[src/hw/rtl/urh_pkg.sv]
// shared types and constants for the undo/redo history block
// no dependencies; every other file but urh_ram takes names from here by scope
package urh_pkg;

    localparam int HIST_DEPTH = 4096;
    localparam int ADDR_W     = $clog2(HIST_DEPTH);
    localparam int CNT_W      = ADDR_W + 1;
    localparam int REC_W      = 64;

    typedef logic [ADDR_W-1:0] addr_t;
    typedef logic [CNT_W-1:0]  cnt_t;
    typedef logic [REC_W-1:0]  rec_t;

    typedef enum logic [1:0] {
        FUNC_PUSH = 2'd0,
        FUNC_UNDO = 2'd1,
        FUNC_REDO = 2'd2
    } func_t;

    typedef struct packed {
        logic ok;
        rec_t edit_out;
        logic can_undo;
        logic can_redo;
    } result_t;

endpackage

[src/hw/rtl/urh_out_if.sv]
// result channel: status, moved record and availability flags
// depends on urh_pkg
interface urh_out_if;

    logic          valid;
    logic          ready;
    logic          ok;
    urh_pkg::rec_t edit_out;
    logic          can_undo;
    logic          can_redo;

    modport source (output valid, output ok, output edit_out, output can_undo,
                    output can_redo, input ready);
    modport sink   (input valid, input ok, input edit_out, input can_undo,
                    input can_redo, output ready);

endinterface

[src/hw/rtl/urh_out_fifo.sv]
// two-beat result buffer in front of the result channel
// depends on urh_pkg and urh_out_if
module urh_out_fifo (
    input  logic             clk,
    input  logic             rst_n,
    input  logic             wr_valid,
    input  urh_pkg::result_t wr_data,
    output logic             full,
    urh_out_if.source        rsp
);

    urh_pkg::result_t slot_reg [2];
    logic             wr_ptr_reg;
    logic             wr_ptr_next;
    logic             rd_ptr_reg;
    logic             rd_ptr_next;
    logic [1:0]       cnt_reg;
    logic [1:0]       cnt_next;
    logic             pop;
    urh_pkg::result_t head;

    assign pop  = rsp.valid && rsp.ready;
    assign full = (cnt_reg == 2'd2);

    always_comb
    begin
        wr_ptr_next = wr_ptr_reg;
        rd_ptr_next = rd_ptr_reg;
        cnt_next    = cnt_reg;
        if (wr_valid)
        begin
            wr_ptr_next = ~wr_ptr_reg;
        end
        if (pop)
        begin
            rd_ptr_next = ~rd_ptr_reg;
        end
        case ({wr_valid, pop})
            2'b10:   cnt_next = cnt_reg + 2'd1;
            2'b01:   cnt_next = cnt_reg - 2'd1;
            default: cnt_next = cnt_reg;
        endcase
    end

    always_ff @(posedge clk or negedge rst_n)
    begin
        if (!rst_n)
        begin
            wr_ptr_reg <= 1'b0;
            rd_ptr_reg <= 1'b0;
            cnt_reg    <= 2'd0;
        end
        else
        begin
            wr_ptr_reg <= wr_ptr_next;
            rd_ptr_reg <= rd_ptr_next;
            cnt_reg    <= cnt_next;
        end
    end

    always_ff @(posedge clk)
    begin
        if (wr_valid)
        begin
            slot_reg[wr_ptr_reg] <= wr_data;
        end
    end

    assign head         = slot_reg[rd_ptr_reg];
    assign rsp.valid    = (cnt_reg != 2'd0);
    assign rsp.ok       = head.ok;
    assign rsp.edit_out = head.edit_out;
    assign rsp.can_undo = head.can_undo;
    assign rsp.can_redo = head.can_redo;

endmodule
[src/flat_wrapper.sv]
// flat-port wrapper written by rule: the top's interface ports become plain ports
module urh_out_fifo_flat 
  (clk, rst_n, wr_valid, wr_data, full, rsp_valid, rsp_ok, rsp_edit_out, rsp_can_undo, rsp_can_redo, rsp_ready);
  urh_out_if rsp_i ();
  input  logic clk;
  input  logic rst_n;
  input  logic wr_valid;
  input  urh_pkg::result_t wr_data;
  output logic full;
  output wire logic [$bits(rsp_i.valid)-1:0] rsp_valid;
  output wire logic [$bits(rsp_i.ok)-1:0] rsp_ok;
  output wire logic [$bits(rsp_i.edit_out)-1:0] rsp_edit_out;
  output wire logic [$bits(rsp_i.can_undo)-1:0] rsp_can_undo;
  output wire logic [$bits(rsp_i.can_redo)-1:0] rsp_can_redo;
  input wire logic [$bits(rsp_i.ready)-1:0] rsp_ready;
  assign rsp_valid = rsp_i.valid;
  assign rsp_ok = rsp_i.ok;
  assign rsp_edit_out = rsp_i.edit_out;
  assign rsp_can_undo = rsp_i.can_undo;
  assign rsp_can_redo = rsp_i.can_redo;
  assign rsp_i.ready = rsp_ready;
  urh_out_fifo u_core (.clk(clk), .rst_n(rst_n), .wr_valid(wr_valid), .wr_data(wr_data), .full(full), .rsp(rsp_i));
endmodule
[config.mk]
export PLATFORM = sky130hd
export DESIGN_NAME = urh_out_fifo_flat
export DESIGN_NICKNAME = d
export VERILOG_FILES = /design/src/hw/rtl/urh_pkg.sv /design/src/hw/rtl/urh_out_if.sv /design/src/hw/rtl/urh_out_fifo.sv /design/src/flat_wrapper.sv
export SDC_FILE = /design/constraint.sdc
export NUM_CORES = 1
export LEC_CHECK = 0
export ABC_AREA = 1
export BUFFER_PORTS_ARGS = -buffer_cell sky130_fd_sc_hd__buf_2
export CELL_PAD_IN_SITES_DETAIL_PLACEMENT = 1
export CELL_PAD_IN_SITES_GLOBAL_PLACEMENT = 2
export CORE_MARGIN = 4
export CORE_UTILIZATION = 30
export CTS_CLUSTER_SIZE = 16
export DETAILED_ROUTE_END_ITERATION = 10
export PLACE_DENSITY = 0.7
export SETUP_SLACK_MARGIN = 0.4
export SKIP_CTS_REPAIR_TIMING = 1
export SLEW_MARGIN = 20
export SYNTH_ARGS = -nofsm -noshare
export SYNTH_HDL_FRONTEND = slang
export SYNTH_SLANG_ARGS = --single-unit
[constraint.sdc]
create_clock -name clk -period 10.2 [get_ports clk]
set_clock_uncertainty 0.1 [all_clocks]
set_input_delay 2.04 -clock clk [delete_from_list [all_inputs] [get_ports clk]]
set_output_delay 2.04 -clock clk [all_outputs]
set_load 0.01 [all_outputs]
### After elaboration in Yosys (flattened, before gate mapping)

Memory sizes are Yosys's and may differ from the RTL's.
Cells that the tools add are included.

* register bits: 4
* bits in latches: 0
* bits in writable memories: 134
* bits in read-only memories: 0
* bits of input ports: 71
* output and inout port bits: 69
* logic and storage cells: 17
* memories kept: 1

* add/sub/neg operators: 2
* $mul: 0
* divide/modulo/power cells: 0
* $lt $le $gt $ge: 0
* eq/ne operators: 3
* shifts and indexed selects: 0
* multiplexer cells: 3
* bitwise operators: 2
* reduce and logical (&&, ||, !) cells: 3

Memories
* u_core.slot_reg: depth 2, width 67, read ports 1, clocked after Yosys merged registers in 0, write ports 1, RTL line urh_out_fifo.sv:12 `urh_pkg::result_t slot_reg [2];`

Operators with widths (count)
* $eq A2 B2 Y1 const B: 2
* $pmux W2 S2: 1
* $reduce_bool A2 Y1: 2
* $add A2 B1 Y2 const B: 1
* $eq A2 B1 Y1 const B: 1
* $mux W1: 2
* $not A1 Y1: 2
* $sub A2 B1 Y2 const B: 1
* $logic_and A1 B1 Y1: 1

### Logic depth before layout (Yosys ltp)

* depth after elaboration: 4
* depth in mapped cells: 10
* depth with buffers taken out: 10

### Least setup slack after synthesis

No wires, ideal clock.

* path type: input to register
* from: input port wr_valid
* to: memory u_core.slot_reg[0][0] in the netlist's numbering, enable pin
* library setup time: 494 ps
* data arrival time: 4909 ps
* required time: 9606 ps
* path slack: 4697 ps
* cell stages on the path: 2
* buffers on the path: 0
* cells stage by stage: inv_1 -> nor2_1

* cells in the longest elaborated chain, start to end: 2

Ends and longest elaborated chain
* start: declaration: RTL line flat_wrapper.sv:7 `input logic wr_valid;`
* $mux W1: RTL line urh_out_fifo.sv:63 `if (wr_valid)`
* $mux W1 (not written as such): RTL line urh_out_fifo.sv:65 `slot_reg[wr_ptr_reg] <= wr_data;`
* end: declaration: RTL line urh_out_fifo.sv:12

No other way between the ends.

### Worst setup path after layout

* from: register u_core.rd_ptr_reg
* to: output port rsp_edit_out[35]

* cells in the longest elaborated chain, start to end: 1

Ends and longest elaborated chain
* start: declaration: RTL line urh_out_fifo.sv:15 `logic rd_ptr_reg;`
* start signal: assignment: RTL line urh_out_fifo.sv:56 `rd_ptr_reg <= rd_ptr_next;`
* $mem_v2 Z2 W67
* end: declaration: RTL line flat_wrapper.sv:12 `output wire logic [$bits(rsp_i.edit_out)-1:0] rsp_edit_out;`

No other way between the ends.

==> results summary <==
The maximum VDD drop is 0.000106 V. For this block, the via count after detailed routing is 3223. The clock period minus worst slack came out at 4720 ps. The relative contribution of sequential cells to total power is 0.417. The endpoint of the lowest-slack register-to-register path is u_core.slot_reg[0][60]. Setup repair after global routing left no endpoint under its margin. After detailed routing, the average wire length per cell comes to 15.6 µm.

The category of the most critical setup path is reg -> out. The static leakage came out at 2.81 nW. The clock latency reported for the late side of the worst-skew pair came out at 410 ps. Synthesis produced a netlist with a net count of 451. The layout filler cell count is 1817.

After detailed routing, the number of vias per cell comes to 4.25. The maximum level of the CTS H-tree is 4. The area inside the core boundary came out at 16600 µm². The most frequently used flop master after synthesis is sky130_fd_sc_hd__edfxtp_1. Of the post-synthesis cell area, the dominant cell type holds 0.789. The clock-pin slew on the worst setup and hold paths came out at 50 ps. The number of nets at the end of the flow came out at 598.

The count of endpoints failing setup in the final report came out at 0. The worst path setup slack after routing is 5480 ps. Buffers inserted during clock tree synthesis total 17. The total of warnings raised by yosys came out at 0. For this design, the sink count on the clock tree is 138. The combined area of the multi-input logic cells is 850 µm². The register with the most flip-flops in the layout has 134 of them.

The final cell count without fillers is 758. The slowest stage of the critical path belongs to the cell sky130_fd_sc_hd__buf_4. The synthesized design spends more area on one cell type than any other, namely sky130_fd_sc_hd__edfxtp_1. The starting utilization of the core area came out at 0.307. The share of cells above drive strength 1 is 0.318. In this run, synthesis inferred 134 flip-flops with an integrated enable. TritonCTS built the clock tree. The max-slew violation total from the final report is 0. The count of mapped cells out of synthesis came out at 379. The final weighted congestion in routability-driven placement came out at 0.703.

The number of library cell types mapped by synthesis is 14. The global router's overall resource usage is 0.126. The first global-routing pass estimated 18.8 mm of wire. The transition time at the pin with the least slew margin is 969 ps. Measured against its own limit, the worst slew margin works out to 0.353. The net switching power of the design is 0.000624 W. The initialized floorplan defines 47 standard-cell rows. Of the total power, the share spent switching nets is 0.331.

The total placed cells including tap cells came out at 727. The number of antenna violations at the first check in global routing came out at 0. Global routing finished with a remaining overflow of 0. The violation count after the first detailed-routing iteration is 152. Across the run, the number of max-cap violations was 0. The count of state elements after synthesis is 138. The startpoint of the most critical hold path is u_core.cnt_reg[1].

The cell family contributing the most delay on the critical path is buffers and inverters. The number of diodes added for antenna fixing is 0. The worst setup path is launched from a flip-flop. The share of total power dissipated in the clock network is 0.289. The share of the cycle needed by the critical path after routing is 0.463. The count of final hold-check violations is 0.

The total wire length after detailed routing came out at 11.8 mm. Before CTS, the worst setup slack after placement is 5840 ps. For this run, the top clock speed supported by timing is 212 MHz. The die footprint is 19200 µm². The fraction of synthesis flops using an asynchronous set or reset pin is 0.0290.

Measured in cells, the most critical reg-to-reg path has a length of 2. The total cell area at the placement stage came out at 6010 µm². With fillers left out, the area of the finished cells amounts to 6530 µm². The buffers plus inverters on the worst setup path came out at 4. By area the synthesized netlist is led by sky130_fd_sc_hd__edfxtp_1 (79%), sky130_fd_sc_hd__nand2_1 (15%), sky130_fd_sc_hd__dfrtp_1 (2.0%). The overall power came out at 0.00188 W.

The worst hold path passes through 2 cells. The data required time at the worst endpoint is 8060 ps. The internal reg-to-reg setup slack came out at 7910 ps. The run finished with clean final reports. The combined area of all synthesized cells is 5100 µm². The area of all sequential standard cells came out at 4130 µm².

The worst setup path is captured at a primary output. Input and output buffers added on the ports amount to 139. The die span in x is 138 µm.

In this run the critical register-to-register path is launched from u_core.wr_ptr_reg. The worst path arrival time came out at 2580 ps. Detailed placement finished with a half-perimeter wire length of 7.90 mm. The signal on the critical path passes through buf_4 > inv_2 > buf_4 > nand2_1 > nand2_1 > buf_2. The DRC violations left is 0. The most common cell in the synthesized netlist is sky130_fd_sc_hd__nand2_1.

The largest fanout of any net on the critical path came out at 69. Dividing the synthesized area by the synthesized cell count gives 13.5 µm². The combinational group share of total power came out at 0.294. The worst hold path terminates at u_core.cnt_reg[1]. The power density over cell area is 289 nW/µm². The relative area change from synthesis to final layout is 27.9%. After routing, the total negative slack on setup checks comes to 0 ps. From bottom edge to top edge, the die measures 138 µm. The number of global-route vias before repair is 3603.

The delay of the slowest critical-path stage came out at 610 ps. The number of nets with antenna violations after detailed routing is 0. Entering global routing, the biggest net connects 70 pins. The path class of the tightest hold or removal check is reg -> reg.

Clock tree synthesis selected as its root buffer the cell sky130_fd_sc_hd__clkbuf_16. The maximum root-to-sink buffer count is 2. The internal power of the cells is 0.00126 W. The commonest cells after synthesis are sky130_fd_sc_hd__nand2_1 (210), sky130_fd_sc_hd__edfxtp_1 (134), sky130_fd_sc_hd__buf_2 (9), sky130_fd_sc_hd__inv_1 (7). The total iterations of the first detailed-routing run came out at 6. The post-synthesis sequential area ratio came out at 0.808. In this run the count of I/O pins placed on the die edge is 140.
metrics by stage:
step,utilization,hold slack [ps]
2_1_floorplan,-,342
3_3_place_gp,0.361,354
3_5_place_dp,0.361,380
4_1_cts,0.392,391
5_1_grt,0.392,416
6_report,0.392,384
worst max-delay path by stage:
stage	start	end	cells after the start
final	u_core.rd_ptr_reg	rsp_edit_out[35]	6
after global routing	u_core.rd_ptr_reg	rsp_edit_out[35]	6
after CTS	u_core.rd_ptr_reg	rsp_edit_out[13]	6
after detailed placement	u_core.rd_ptr_reg	rsp_edit_out[13]	6
after global placement	u_core.rd_ptr_reg	rsp_edit_out[10]	6
after floorplan	wr_valid	u_core.slot_reg[0][0]	2
layout by cell type, fill, tap and decap left out, drive strengths merged:
cell type  synthesis  final
buf               15    143
bufinv             0      1
clkbuf             0     21
clkinv             0      7
clkinvlp           0      3
dfrtp              4      4
edfxtp           134    134
ha                 1      1
inv                8      7
nand2            210    210
nand3              2      2
nand4              1      1
nor2               2      2
xnor2              1      1
xor2               1      1
kinds of logic after synthesis:
group / Yosys count / share of synthesized area
flip-flops: 138 / 0.808
buffers and inverters: 23 / 0.0265
AND/OR/NAND/NOR: 215 / 0.159
XOR/XNOR: 2 / 0.00343
adder cells (fa/ha/maj): 1 / 0.00245
area by class of cell:
class / instances / area share
sequential: 138 / 0.632
multi-input combinational: 218 / 0.130
timing repair buffer: 143 / 0.111
clock buffer: 21 / 0.0675
tap: 220 / 0.0422
clock inverter: 10 / 0.0121
inverter: 8 / 0.00479
power by group through the flow:
stage               clock network [W]  registers (W)  logic [W]
global route                 0.000585       0.000795   0.000628
finish                       0.000545       0.000785   0.000554
global placement                    0       0.000791   0.000563
CTS                          0.000559       0.000786   0.000578
detailed placement                  0       0.000797   0.000574
floorplan                           0       0.000794   0.000344
worst register-to-register path, delay by kind of cell (launching register included):
kind,cells,cell delay [ps]
DFF,1,430
buffers and inverters,1,590
and+or+nand+nor,1,770
per-layer routing:
metal / wire [µm] / part of all wire / global-route usage / vias to the layer above
li1: - / - / - / 1562
met1: 5070 / 0.43 / 0.148 / 1558
met2: 5960 / 0.51 / 0.216 / 89
met3: 583 / 0.049 / 0.0376 / 14
met4: 172 / 0.015 / 0.0499 / 0
met5: 0 / 0 / 0 / -
Note: power is estimated with default switching activity, not from simulation.
